File: src/rtl/ogrid_mul.sv
// -----------------------------------------------------------------------------
// ogrid_mul
// Shared signed multiplier with a registered product.
// -----------------------------------------------------------------------------
module ogrid_mul #(
   parameter int WIDTH = 25
) (
   input  logic                      clock,
   input  logic signed [WIDTH-1:0]   operand_a,
   input  logic signed [WIDTH-1:0]   operand_b,
   output logic signed [2*WIDTH-1:0] product
);

   logic signed [2*WIDTH-1:0] product_ff;

   always_ff @(posedge clock) begin
      product_ff <= operand_a * operand_b;
   end

   assign product = product_ff;

endmodule

File: config.mk
export PLATFORM = sky130hd
export DESIGN_NAME = ogrid_mul
export DESIGN_NICKNAME = d
export VERILOG_FILES = /design/src/rtl/ogrid_mul.sv
export SDC_FILE = /design/constraint.sdc
export NUM_CORES = 2
export LEC_CHECK = 0
export BUFFER_PORTS_ARGS = -buffer_cell sky130_fd_sc_hd__buf_2
export CAP_MARGIN = 40
export CORE_ASPECT_RATIO = 1.2
export CORE_MARGIN = 1
export CORE_UTILIZATION = 60
export CTS_CLUSTER_SIZE = 24
export DETAILED_ROUTE_END_ITERATION = 10
export PLACE_DENSITY = 0.76
export SYNTH_ARGS = -nofsm -noshare
export SYNTH_HDL_FRONTEND = slang
export SYNTH_SLANG_ARGS = --single-unit
export TNS_END_PERCENT = 10
File: constraint.sdc
create_clock -name clock -period 11.9 [get_ports clock]
set_input_delay 1.19 -clock clock [delete_from_list [all_inputs] [get_ports clock]]
set_output_delay 1.19 -clock clock [all_outputs]
set_load 0.01 [all_outputs]
==> out/results.tsv <==
metric	value	unit
status	completed	
Resized cells post-CTS	0	
share of cells above drive strength 1	4.71	%
antenna violations before repair	3	
Syn Nets	3412	
worst hold path class	primary input to flip-flop	
post-route setup TNS	0	ns
nets@finish	3419	
Ports	101	
GRT Util Overall	31.8	%
Max Clk Rate	0.120	GHz
die area	40800	um^2
Worst Path Max Fanout	25	
largest family of logic cells by synthesized area	adder cells	
Post-synth ARST share	0	%
Critical Path Source Type	primary input	
sequential area share after synthesis	4.17	%
CTS tree	built	
Starting Density	61.4	%
adder-cell area share of the yosys netlist	62.2	%
Avg Inst Size Synth	9.38	um^2
WP buf/inv	4	
critical path depth	21	
Fin. Hold Viols	0	
Inst Count DP	3088	
CP Class	primary input to flip-flop	
end of the critical path	product[48]$_DFF_P_	
vias per inst	5.48	
Slowest-stage cell, CP	fa_1	
Worst-Margin Slew	0.843	ns
Sink Count	50	
post-synthesis mux area share	0.0469	%
largest net degree at the start of global routing	27	
Final Core Density	63.8	%
CORE AREA	39100	um^2
Largest register FFs	50	
vias in the first global route	18994	
Final Cycle Share	70.1	%
Yosys warnings	0	
Worst Path Required	12.18	ns
Total Wirelength	59.2	mm
clk slew on worst S/H paths	0.08	ns
post-synthesis instance total	2562	
simple-gate share of the synthesized area	15.0	%
total number of vias	16964	
P&R area growth vs syn	4.02	%
Clock Path Buffers	2	
XOR/XNOR share of the synthesized area	2.11	%
Top cell by count, worst path	fa_1	
# fillers	3234	
drt pass-1 iters	7	
DRT antenna net count	0	
FP Rows	79	
Largest stage delay, worst path	0.78	ns
ordered cell list for the critical path	buf_2, nand2_1, inv_1, fa_1, inv_1, fa_1, inv_1, fa_1, fa_1, fa_1, fa_1, fa_1, ha_1, nand4_1, a211o_1, a21oi_1, a21oi_2, o41ai_2, a41oi_1, o21ai_1, xor2_1	
CP arrival	8.62	ns
dpl hpwl	47.9	mm
die height	221	um
post-synthesis cell area	24000	um^2
wire per inst	19.1	um
DRC	0	
total CTS buffers	5	
htree depth	2	
max cap viols	0	
fin cells	3097	
crit path from	operand_a[24]	
first-pass GRT wire length	99.0	mm
port bufs	100	
RSZ-0062 raised after global routing	false	
GPL Wtd Cong	0.966	
time the worst path needs with I/O delays and setup	8.34	ns
Yosys reg bits	50	
CP Capture Type	flip-flop	
Starting DRT DRC Count	857	
CP delay by family, top	adder cells	
Slew headroom	43.7	%
total congestion overflow	0	
final setup fails	0	
Synth cell types	48	
Primary FF master, synth	dfxtp_1	
post-synthesis compound-gate area fraction	3.94	%
Post-synth EDFFs	0	
hold buffer count at cts	0	
Die X-Extent	185	um
fin. max-slew vios	0	
Clock Tree Root	clkbuf_16	
postcts setup bufs	0	
cells by family (layout without fill, tap and decap cells):
logic type | count (synthesis) | after routing
AO/OA/AOI/OAI | 137 | 137
XOR/XNOR | 58 | 58
adder cells (fa/ha/maj) | 799 | 799
buffers and inverters | 803 | 811
flip-flops | 50 | 50
multiplexers | 1 | 1
other | 0 | 1
AND/OR/NAND/NOR | 714 | 714
synthesized netlist by cell type, types with 3 or more instances:
cell	n	area (um^2)
xnor2_1	39	342
inv_1	699	2620
o21a_1	5	37.5
o21ai_0	19	95.1
nor2b_1	21	131
a21oi_1	43	215
dfxtp_1	50	1000
clkbuf_1	104	390
xor2_1	19	166
nand2_1	308	1160
nand2b_1	11	68.8
ha_1	141	1760
nand4_1	8	50.1
nand3_1	6	30.0
o21bai_1	7	52.6
a21o_1	22	165
a211o_1	3	26.3
o21ai_1	7	35.0
a211oi_1	3	22.5
nor2_1	30	113
fa_1	658	13200
and2_1	320	2000
o41ai_1	3	26.3
nor3_1	6	30.0
cell type report:
cell class	count	area, um^2	share of cell area, %
tap	526	658	2.63
antenna	1	2.50	0.0100
multi-input combinational	1709	20000	80.1
clock buffer	6	139	0.556
timing repair buffer	104	543	2.17
sequential	50	1000	4.01
inverter	699	2620	10.5
clock inverter	2	12.5	0.0501
per-stage QoR:
step / hold WS [ns] / worst slack [ns] / cell area [um^2]
global route: 1.38 / 3.29 / 25000
finish: 1.38 / 3.56 / 25000
CTS: 1.34 / 3.66 / 25000
floorplan: 1.32 / 4.09 / 24000
global placement: 1.58 / 3.38 / 24800
detailed placement: 1.58 / 3.33 / 24800
placed cells by master, fill, tap and decap left out, types with 2 or more instances in the layout:
cell type / netlist / layout
buf_8: 0 / 2
o41ai_2: 2 / 2
nand3_1: 6 / 6
a31oi_1: 2 / 2
o21ai_1: 7 / 7
a21oi_1: 43 / 43
fa_1: 658 / 658
o21ai_0: 19 / 19
nor2b_1: 21 / 21
nand2_1: 308 / 308
clkbuf_16: 0 / 5
and3_1: 2 / 2
ha_1: 141 / 141
or3_1: 2 / 2
a21boi_0: 2 / 2
nand4_1: 8 / 8
xnor2_1: 39 / 39
xor2_1: 19 / 19
o21bai_1: 7 / 7
a211o_1: 3 / 3
a41oi_1: 2 / 2
a211oi_1: 3 / 3
nand2b_1: 11 / 11
nor2_1: 30 / 30
a21o_1: 22 / 22
o41ai_1: 3 / 3
dfxtp_1: 50 / 50
nor3_1: 6 / 6
and2_1: 320 / 320
buf_2: 0 / 101
inv_1: 699 / 699
o21a_1: 5 / 5
worst min path at each step:
| stage | cells after the start | slack, ns | endpoint | start |
|---|---|---|---|---|
| final | 2 | 1.38 | product[0]$_DFF_P_ | operand_b[0] |
| after global routing | 2 | 1.38 | product[0]$_DFF_P_ | operand_b[0] |
| after CTS | 2 | 1.34 | product[0]$_DFF_P_ | operand_b[0] |
| after detailed placement | 1 | 1.58 | product[6] | product[6]$_DFF_P_ |
| after global placement | 1 | 1.58 | product[6] | product[6]$_DFF_P_ |
| after floorplan | 1 | 1.32 | product[0]$_DFF_P_ | operand_a[0] |
routing by layer:
layer | part of all wire, % | GRT usage [%] | vias to the layer above | wire length, um
met4 | 5.8 | 15.8 | 6 | 3430
met2 | 51 | 54.0 | 749 | 30200
met3 | 7.4 | 5.55 | 207 | 4400
met5 | 0.057 | 0 | - | 34
li1 | - | - | 7269 | -
met1 | 36 | 39.1 | 8733 | 21100
Power is not shown: default switching activity piles up to over one toggle a cycle in this logic, so the estimate is an artifact.
